**src/hdl/kvt_pkg.sv**
```systemverilog
// shared types and command codes for the key/value table engine
package kvt_pkg;

    localparam int CMD_W   = 3;
    localparam int KEY_W   = 32;
    localparam int VALUE_W = 32;
    localparam int INDEX_W = 4;
    localparam int COUNT_W = 5;
    localparam int CAP_W   = 5;

    localparam logic [CAP_W-1:0] CAP_RESET = 5'd16;

    typedef enum logic [CMD_W-1:0] {
        CMD_INSERT = 3'd0,
        CMD_UPDATE = 3'd1,
        CMD_UPSERT = 3'd2,
        CMD_ERASE  = 3'd3,
        CMD_LOOKUP = 3'd4,
        CMD_READ   = 3'd5
    } kvt_cmd_t;

    typedef struct packed {
        logic [CMD_W-1:0]   cmd;
        logic [KEY_W-1:0]   key;
        logic [VALUE_W-1:0] value;
        logic [INDEX_W-1:0] index;
    } kvt_in_t;

    typedef struct packed {
        logic               ok;
        logic [KEY_W-1:0]   found_key;
        logic [VALUE_W-1:0] found_value;
        logic [COUNT_W-1:0] entry_count;
        logic               is_empty;
    } kvt_out_t;

    // operation broadcast to every cell of the row
    typedef struct packed {
        logic compare;
        logic insert;
        logic update;
        logic erase;
    } kvt_op_t;

endpackage

```
**src/hdl/kvt_cell.sv**
```systemverilog
// one entry cell of the table row: key/value storage, key compare, shift from neighbor
module kvt_cell #(
    parameter int POS         = 0,
    parameter int COUNT_BITS  = 5,
    parameter int KEY_WIDTH   = 32,
    parameter int VALUE_WIDTH = 32
) (
    input  logic                   aclk,
    input  logic                   aresetn,
    input  kvt_pkg::kvt_op_t       op,
    input  logic [COUNT_BITS-1:0]  count,
    input  logic [COUNT_BITS-1:0]  erase_pos,
    input  logic [KEY_WIDTH-1:0]   key_in,
    input  logic [VALUE_WIDTH-1:0] value_in,
    input  logic [KEY_WIDTH-1:0]   next_key,
    input  logic [VALUE_WIDTH-1:0] next_value,
    output logic [KEY_WIDTH-1:0]   key_q,
    output logic [VALUE_WIDTH-1:0] value_q,
    output logic                   hit
);
    import kvt_pkg::*;

    localparam logic [COUNT_BITS-1:0] MY_POS = COUNT_BITS'(POS);

    logic [KEY_WIDTH-1:0]   key_reg;
    logic [VALUE_WIDTH-1:0] value_reg;
    logic                   hit_reg;
    logic                   in_use;

    assign in_use = MY_POS < count;

    always_ff @(posedge aclk) begin
        if (!aresetn) begin
            hit_reg <= 1'b0;
        end else if (op.compare) begin
            hit_reg <= in_use && (key_reg == key_in);
        end
    end

    // payload: insert at the fill point, update on hit, shift down past the erased slot
    always_ff @(posedge aclk) begin
        if (op.insert && (MY_POS == count)) begin
            key_reg   <= key_in;
            value_reg <= value_in;
        end else if (op.update && hit_reg) begin
            value_reg <= value_in;
        end else if (op.erase && (MY_POS >= erase_pos)) begin
            key_reg   <= next_key;
            value_reg <= next_value;
        end
    end

    assign key_q   = key_reg;
    assign value_q = value_reg;
    assign hit     = hit_reg;

endmodule

```
**src/hdl/key_value_table_engine.sv**
```systemverilog
// top level of the key/value table engine: command sequencer over a row of entry cells
//
// The table is a packed list of up to DEPTH key/value entries in insertion
// order, held in a row of cells. Each item passes through a compare state
// in which every cell checks its key against the item key at once, and an
// execute state that inserts at the fill point, rewrites the hit value, or
// shifts every later cell down by one on erase. The next item is accepted in
// the execute state of the previous one, so the block can take a new item
// before it is through with the last. A finished result waits in the output
// register; while it waits, the next item may be taken and compared, and it
// stalls in execute until the output register frees. Entry contents are not
// cleared at reset; only the entry count is, so no clearing pass is needed.
// The capacity register limits the table to min(capacity, DEPTH) entries and
// is written through cfg_we.
module key_value_table_engine #(
    parameter int DEPTH       = 16,
    parameter int KEY_WIDTH   = 32,
    parameter int VALUE_WIDTH = 32
) (
    input  logic                      aclk,
    input  logic                      aresetn,
    input  logic                      s_valid,
    output logic                      s_ready,
    input  kvt_pkg::kvt_in_t          s_item,
    output logic                      m_valid,
    input  logic                      m_ready,
    output kvt_pkg::kvt_out_t         m_item,
    input  logic                      cfg_we,
    input  logic [kvt_pkg::CAP_W-1:0] cfg_wdata
);
    import kvt_pkg::*;

    localparam int CNT_W = $clog2(DEPTH + 1);
    localparam int LIM_W = (CNT_W > CAP_W) ? CNT_W : CAP_W;
    localparam int IDX_W = (CNT_W > INDEX_W) ? CNT_W : INDEX_W;

    typedef enum logic [1:0] {
        ST_IDLE,
        ST_CMP,
        ST_EXEC
    } state_t;

    state_t state_reg;

    // latched command
    logic [CMD_W-1:0]       cmd_reg;
    logic [KEY_WIDTH-1:0]   key_reg;
    logic [VALUE_WIDTH-1:0] value_reg;
    logic [INDEX_W-1:0]     index_reg;

    logic [CNT_W-1:0] count_reg;
    logic [CNT_W-1:0] count_next;
    logic [CAP_W-1:0] cap_reg;

    logic     m_valid_reg;
    kvt_out_t m_item_reg;
    kvt_out_t result_next;

    // cell row wiring
    logic [KEY_WIDTH-1:0]   cell_key   [DEPTH];
    logic [VALUE_WIDTH-1:0] cell_value [DEPTH];
    logic [KEY_WIDTH-1:0]   nbr_key    [DEPTH];
    logic [VALUE_WIDTH-1:0] nbr_value  [DEPTH];
    logic [DEPTH-1:0]       hit_vec;

    kvt_op_t op;
    logic    out_free;
    logic    go;
    logic    s_fire;

    // reductions over the registered hit vector
    logic                   found;
    logic [CNT_W-1:0]       hit_pos;
    logic [VALUE_WIDTH-1:0] hit_value;
    logic [KEY_WIDTH-1:0]   rd_key;
    logic [VALUE_WIDTH-1:0] rd_value;
    logic                   full;
    logic                   idx_ok;
    logic                   do_insert;
    logic                   do_update;
    logic                   do_erase;
    logic                   ok_next;

    assign out_free = !m_valid_reg || m_ready;
    assign go       = (state_reg == ST_EXEC) && out_free;
    assign s_ready  = (state_reg == ST_IDLE) || go;
    assign s_fire   = s_valid && s_ready;

    // command latch, payload only
    always_ff @(posedge aclk) begin
        if (s_fire) begin
            cmd_reg   <= s_item.cmd;
            key_reg   <= KEY_WIDTH'(s_item.key);
            value_reg <= VALUE_WIDTH'(s_item.value);
            index_reg <= s_item.index;
        end
    end

    // capacity register
    always_ff @(posedge aclk) begin
        if (!aresetn) begin
            cap_reg <= CAP_RESET;
        end else if (cfg_we) begin
            cap_reg <= cfg_wdata;
        end
    end

    // hit position and hit value: keys are unique, so an or-tree selects
    always_comb begin
        found     = |hit_vec;
        hit_pos   = '0;
        hit_value = '0;
        rd_key    = '0;
        rd_value  = '0;
        for (int i = 0; i < DEPTH; i++) begin
            if (hit_vec[i]) begin
                hit_pos   = hit_pos | CNT_W'(i);
                hit_value = hit_value | cell_value[i];
            end
            if (IDX_W'(i) == IDX_W'(index_reg)) begin
                rd_key   = cell_key[i];
                rd_value = cell_value[i];
            end
        end
    end

    // table full against min(capacity, DEPTH)
    assign full   = (count_reg >= CNT_W'(DEPTH)) || (LIM_W'(count_reg) >= LIM_W'(cap_reg));
    assign idx_ok = IDX_W'(index_reg) < IDX_W'(count_reg);

    // command decode in the execute cycle
    always_comb begin
        do_insert   = 1'b0;
        do_update   = 1'b0;
        do_erase    = 1'b0;
        ok_next     = 1'b0;
        result_next = '0;
        case (cmd_reg)
            CMD_INSERT: begin
                do_insert = !found && !full;
                ok_next   = do_insert;
            end
            CMD_UPDATE: begin
                do_update = found;
                ok_next   = found;
            end
            CMD_UPSERT: begin
                do_update = found;
                do_insert = !found && !full;
                ok_next   = do_update || do_insert;
            end
            CMD_ERASE: begin
                do_erase = found;
                ok_next  = found;
            end
            CMD_LOOKUP: begin
                ok_next = found;
                if (found) begin
                    result_next.found_value = VALUE_W'(hit_value);
                end
            end
            CMD_READ: begin
                ok_next = idx_ok;
                if (idx_ok) begin
                    result_next.found_key   = KEY_W'(rd_key);
                    result_next.found_value = VALUE_W'(rd_value);
                end
            end
            default: begin
                ok_next = 1'b0;
            end
        endcase

        if (do_insert) begin
            count_next = count_reg + CNT_W'(1);
        end else if (do_erase) begin
            count_next = count_reg - CNT_W'(1);
        end else begin
            count_next = count_reg;
        end

        result_next.ok          = ok_next;
        result_next.entry_count = COUNT_W'(count_next);
        result_next.is_empty    = (count_next == '0);
    end

    // broadcast to the cells; writes only when the execute cycle completes
    always_comb begin
        op.compare = (state_reg == ST_CMP);
        op.insert  = go && do_insert;
        op.update  = go && do_update;
        op.erase   = go && do_erase;
    end

    // sequencer with entry count and output register
    always_ff @(posedge aclk) begin
        if (!aresetn) begin
            state_reg   <= ST_IDLE;
            count_reg   <= '0;
            m_valid_reg <= 1'b0;
        end else begin
            case (state_reg)
                ST_IDLE: begin
                    if (s_fire) begin
                        state_reg <= ST_CMP;
                    end
                end
                ST_CMP: begin
                    state_reg <= ST_EXEC;
                end
                ST_EXEC: begin
                    if (go) begin
                        state_reg <= s_fire ? ST_CMP : ST_IDLE;
                    end
                end
                default: begin
                    state_reg <= ST_IDLE;
                end
            endcase

            if (go) begin
                count_reg   <= count_next;
                m_valid_reg <= 1'b1;
                m_item_reg  <= result_next;
            end else if (m_ready) begin
                m_valid_reg <= 1'b0;
            end
        end
    end

    assign m_valid = m_valid_reg;
    assign m_item  = m_item_reg;

    // row of entry cells, each but the last fed by its upper neighbor for the erase shift; the last keeps its own
    for (genvar i = 0; i < DEPTH; i++) begin : g_cell
        if (i == DEPTH - 1) begin : g_last
            assign nbr_key[i]   = cell_key[i];
            assign nbr_value[i] = cell_value[i];
        end else begin : g_mid
            assign nbr_key[i]   = cell_key[i+1];
            assign nbr_value[i] = cell_value[i+1];
        end

        kvt_cell #(
            .POS         (i),
            .COUNT_BITS  (CNT_W),
            .KEY_WIDTH   (KEY_WIDTH),
            .VALUE_WIDTH (VALUE_WIDTH)
        ) u_cell (
            .aclk       (aclk),
            .aresetn    (aresetn),
            .op         (op),
            .count      (count_reg),
            .erase_pos  (hit_pos),
            .key_in     (key_reg),
            .value_in   (value_reg),
            .next_key   (nbr_key[i]),
            .next_value (nbr_value[i]),
            .key_q      (cell_key[i]),
            .value_q    (cell_value[i]),
            .hit        (hit_vec[i])
        );
    end

`ifndef NO_ASSERTIONS
    // keys stay unique, so at most one cell hits
    a_single_hit: assert property (@(posedge aclk) disable iff (!aresetn)
        (state_reg == ST_EXEC) |-> $onehot0(hit_vec))
        else $error("more than one cell matched the key");

    // a successful insert grows the table by one entry
    a_insert_count: assert property (@(posedge aclk) disable iff (!aresetn)
        (go && do_insert) |=> (count_reg == $past(count_reg) + CNT_W'(1)))
        else $error("entry count did not grow on insert");

    // a refused command leaves the entry count alone
    a_refused_count: assert property (@(posedge aclk) disable iff (!aresetn)
        (go && !ok_next) |=> (count_reg == $past(count_reg)))
        else $error("entry count changed on a refused command");

    // the empty flag tracks the reported count
    a_empty_flag: assert property (@(posedge aclk) disable iff (!aresetn)
        m_valid |-> (m_item.is_empty == (m_item.entry_count == '0)))
        else $error("empty flag disagrees with entry count");
`endif

endmodule

```
**config.mk**
```make
export PLATFORM = sky130hd
export DESIGN_NAME = key_value_table_engine
export DESIGN_NICKNAME = d
export VERILOG_FILES = /design/src/hdl/kvt_pkg.sv /design/src/hdl/kvt_cell.sv /design/src/hdl/key_value_table_engine.sv
export SDC_FILE = /design/constraint.sdc
export NUM_CORES = 2
export LEC_CHECK = 0
export ABC_AREA = 1
export BUFFER_PORTS_ARGS = -buffer_cell sky130_fd_sc_hd__buf_4
export CAP_MARGIN = 20
export CORE_MARGIN = 2
export CORE_UTILIZATION = 42
export DETAILED_ROUTE_END_ITERATION = 6
export HOLD_SLACK_MARGIN = 0.06
export SLEW_MARGIN = 20
export SYNTH_ARGS = -nofsm -noshare
export SYNTH_HDL_FRONTEND = slang
export SYNTH_SLANG_ARGS = --single-unit
```
**constraint.sdc**
```tcl
create_clock -name aclk -period 5.1 [get_ports aclk]
set_clock_uncertainty 0.05 [all_clocks]
set_input_delay 0.51 -clock aclk [delete_from_list [all_inputs] [get_ports aclk]]
set_output_delay 0.51 -clock aclk [all_outputs]
set_load 0.005 [all_outputs]
```
==> metrics.cfg <==
[status]
outcome = finished, violations left
violations = design-rule violations

[power]
power_per_cell_area_nw_per_um2 = 293
vdd_drop_max_mv = 0.405
p_leak_nw = 31.9

[sta]
max_freq_mhz = 231
min_period_over_period_pct = 85.0
fin_setup_tns_ns = 0
setup_viol = 0
rsz0062_at_grt = no
slew_violations = 0
final-hold-violation-count = 0
slew_headroom_pct = 19.9
tightestPinTransition_ns = 1.20
min_period_ns = 4.33

[final_layout]
num-nets-final = 8649
multi_input_area_sq_um = 29900
drive_gt1_share_pct = 8.72
seq_area_sq_um = 35600
finalCoreUtilization_pct = 47.8
final_cells = 10900
fill_cells = 15800
area_delta_synth_final_pct = 12.9

[placement]
placed_cells = 10500
io_buffers = 153
place.detailed.hpwl_um = 203000
gp_congestion = 0.984

[synthesis]
synth_top_area_share_pct = 50.2
ys.flop_type = edfxtp_1
syn_area_sq_um = 69800
synth_area_leader_cell = edfxtp_1
synth.avg_cell_area_sq_um = 8.12
synth_edf_count = 1166
syn_inst = 8601
syn_nets = 8695
ys_seq_area_share_pct = 51.0
synthDistinctLibCells = 54
netlist_top_cells_count = nand2_1 (2903), o21ai_0 (1509), edfxtp_1 (1166), clkbuf_1 (513), nor2_1 (465)
ys_ff_latch = 1195
async_flop_share_pct = 0
synthTopCellsByArea = edfxtp_1 (50%), nand2_1 (16%), o21ai_0 (11%)
ys_warn_count = 0
yosysMostFrequentCell = nand2_1

[drt]
drc = 6
wirelength_um = 302000
first_pass_iters = 7
drtIter0Drc = 10300
ant_nets = 0
routed_via_density = 6.05
via_count = 65800
wl_per_cell_um = 27.8

[clock_network]
numCtsBuffers = 144
insertion_delay_ns = 0.82
hold_buffers = 86
cts_htree_levels = 4
clock_path_buffers = 3
cts_tree = yes
cts_setup_buffers = 0
cts_sinks = 1195
root_buffer = clkbuf_16
post_cts_resized = 0
clk_pin_slew_ns = 0.06

[setup_path]
crit_fanout = 32
crit_required_ns = 5.48
arrival_ns = 4.71
endpoint_kind = flop
r2r_slack_ns = 0.77
worstSetupStartpointType = flop
worstSetupPathType = reg -> reg

[global_routing]
grt_pass1_vias = 58600
grt_overflow_total = 0
grt_pass1_wl_um = 424000
antenna_found_initial = 8
grtUsageTotal_pct = 34.6
grt_start_max_net_pins = 97

[floorplan]
rows = 149
die_area_sq_um = 169000
die_y_um = 412
io_pins = 154
die_x_um = 412
start_util_pct = 42.3
core_area_sq_um = 165000

[min_path]
hp-class = in -> reg

[run]
maxCapViolCount = 0

==> cell usage in the layout, fill, tap and decap left out, types with 16 or more instances in the layout <==
| cell type | netlist | final |
|---|---|---|
| a211oi_1 | 24 | 24 |
| a21oi_1 | 171 | 171 |
| a221oi_1 | 75 | 75 |
| buf_12 | 0 | 16 |
| buf_4 | 6 | 383 |
| bufinv_16 | 0 | 17 |
| clkbuf_1 | 513 | 26 |
| clkbuf_16 | 0 | 147 |
| clkinv_1 | 15 | 42 |
| clkinv_2 | 0 | 24 |
| dfxtp_1 | 29 | 23 |
| dlygate4sd3_1 | 0 | 86 |
| edfxtp_1 | 1166 | 1166 |
| inv_1 | 461 | 458 |
| nand2_1 | 2903 | 2884 |
| nand3_1 | 220 | 200 |
| nand3_2 | 2 | 16 |
| nand4_1 | 224 | 224 |
| nor2_1 | 465 | 447 |
| nor2_4 | 1 | 20 |
| nor3_1 | 49 | 48 |
| nor4_1 | 41 | 41 |
| o2111ai_1 | 58 | 58 |
| o211ai_1 | 17 | 17 |
| o21ai_0 | 1509 | 1506 |
| o21ai_1 | 36 | 36 |
| o22ai_1 | 60 | 60 |
| or2_2 | 58 | 58 |
| xnor2_1 | 107 | 107 |
| xor2_1 | 141 | 141 |
==> power breakdown <==
group / switching [W] / internal, W
registers: 0.000111 / 0.0107
logic: 0.00116 / 0.000425
clock network: 0.00452 / 0.00618
total: 0.00578 / 0.0173
==> final timing paths <==
path	startpoint	end	depth (start not counted)
worst max-delay path	count_reg[2]$_SDFFE_PN0P_	g_cell[11].u_cell.key_q[14]$_DFFE_PP_	10
worst min-delay path	s_item[40]	key_reg[4]$_DFFE_PP_	2
worst max register to register	count_reg[2]$_SDFFE_PN0P_	g_cell[11].u_cell.key_q[14]$_DFFE_PP_	10
worst min register to register	state_reg[1]$_SDFFE_PN0P_	state_reg[1]$_SDFFE_PN0P_	1
==> cells by family (layout without fill, tap and decap cells) <==
group                      after synthesis  count (layout)  synth area share [%]
AOI/OAI and AO/OA                     1997            1997                  15.5
xor gates and xnor gates               248             248                  3.11
DFF                                   1195            1195                  51.0
adders and majority gates               13              13                 0.233
buffers and inverters                 1160            1226                  6.85
and+or+nand+nor                       3988            3988                  23.3
other                                    0               4                     0
==> routing by layer <==
layer	track usage, %	vias to the layer above	part of all wire [%]
met5	1.05	-	0.096
li1	-	29200	-
met4	12.7	6	3.9
met2	47.0	4787	39
met1	50.9	31000	42
met3	10.9	726	15
==> area by class of cell <==
cell class	instances	share of cell area (%)
timing repair buffer	485	5.15
clock buffer	175	4.83
antenna	4	0.0127
clock inverter	83	1.15
multi-input combinational	6246	37.9
tap	2189	3.48
sequential	1195	45.2
inverter	483	2.30
==> worst max-delay path: stages, from the launching register on <==
cell	delay, ns
dfxtp_1	0.68
ha_1	0.33
inv_1	0.05
a21oi_1	0.04
o21ai_1	0.13
a21oi_1	0.09
nor3_2	0.28
nand2_4	0.18
nor2_8	0.44
nand3_1	0.63
o21ai_4	1.02
==> metrics by stage <==
step           setup WS (ns)  area [sq um]  power (W)  hold WS (ns)
2_1_floorplan         -0.169         69800     0.0117         0.371
3_5_place_dp           0.889         73200     0.0125         0.417
6_report               0.766         78800     0.0231         0.346
5_1_grt                0.544         78800     0.0235         0.342
3_3_place_gp           0.969         73200     0.0125         0.407
4_1_cts                0.883         78800     0.0231         0.307
(Power assumes the default switching activity.)
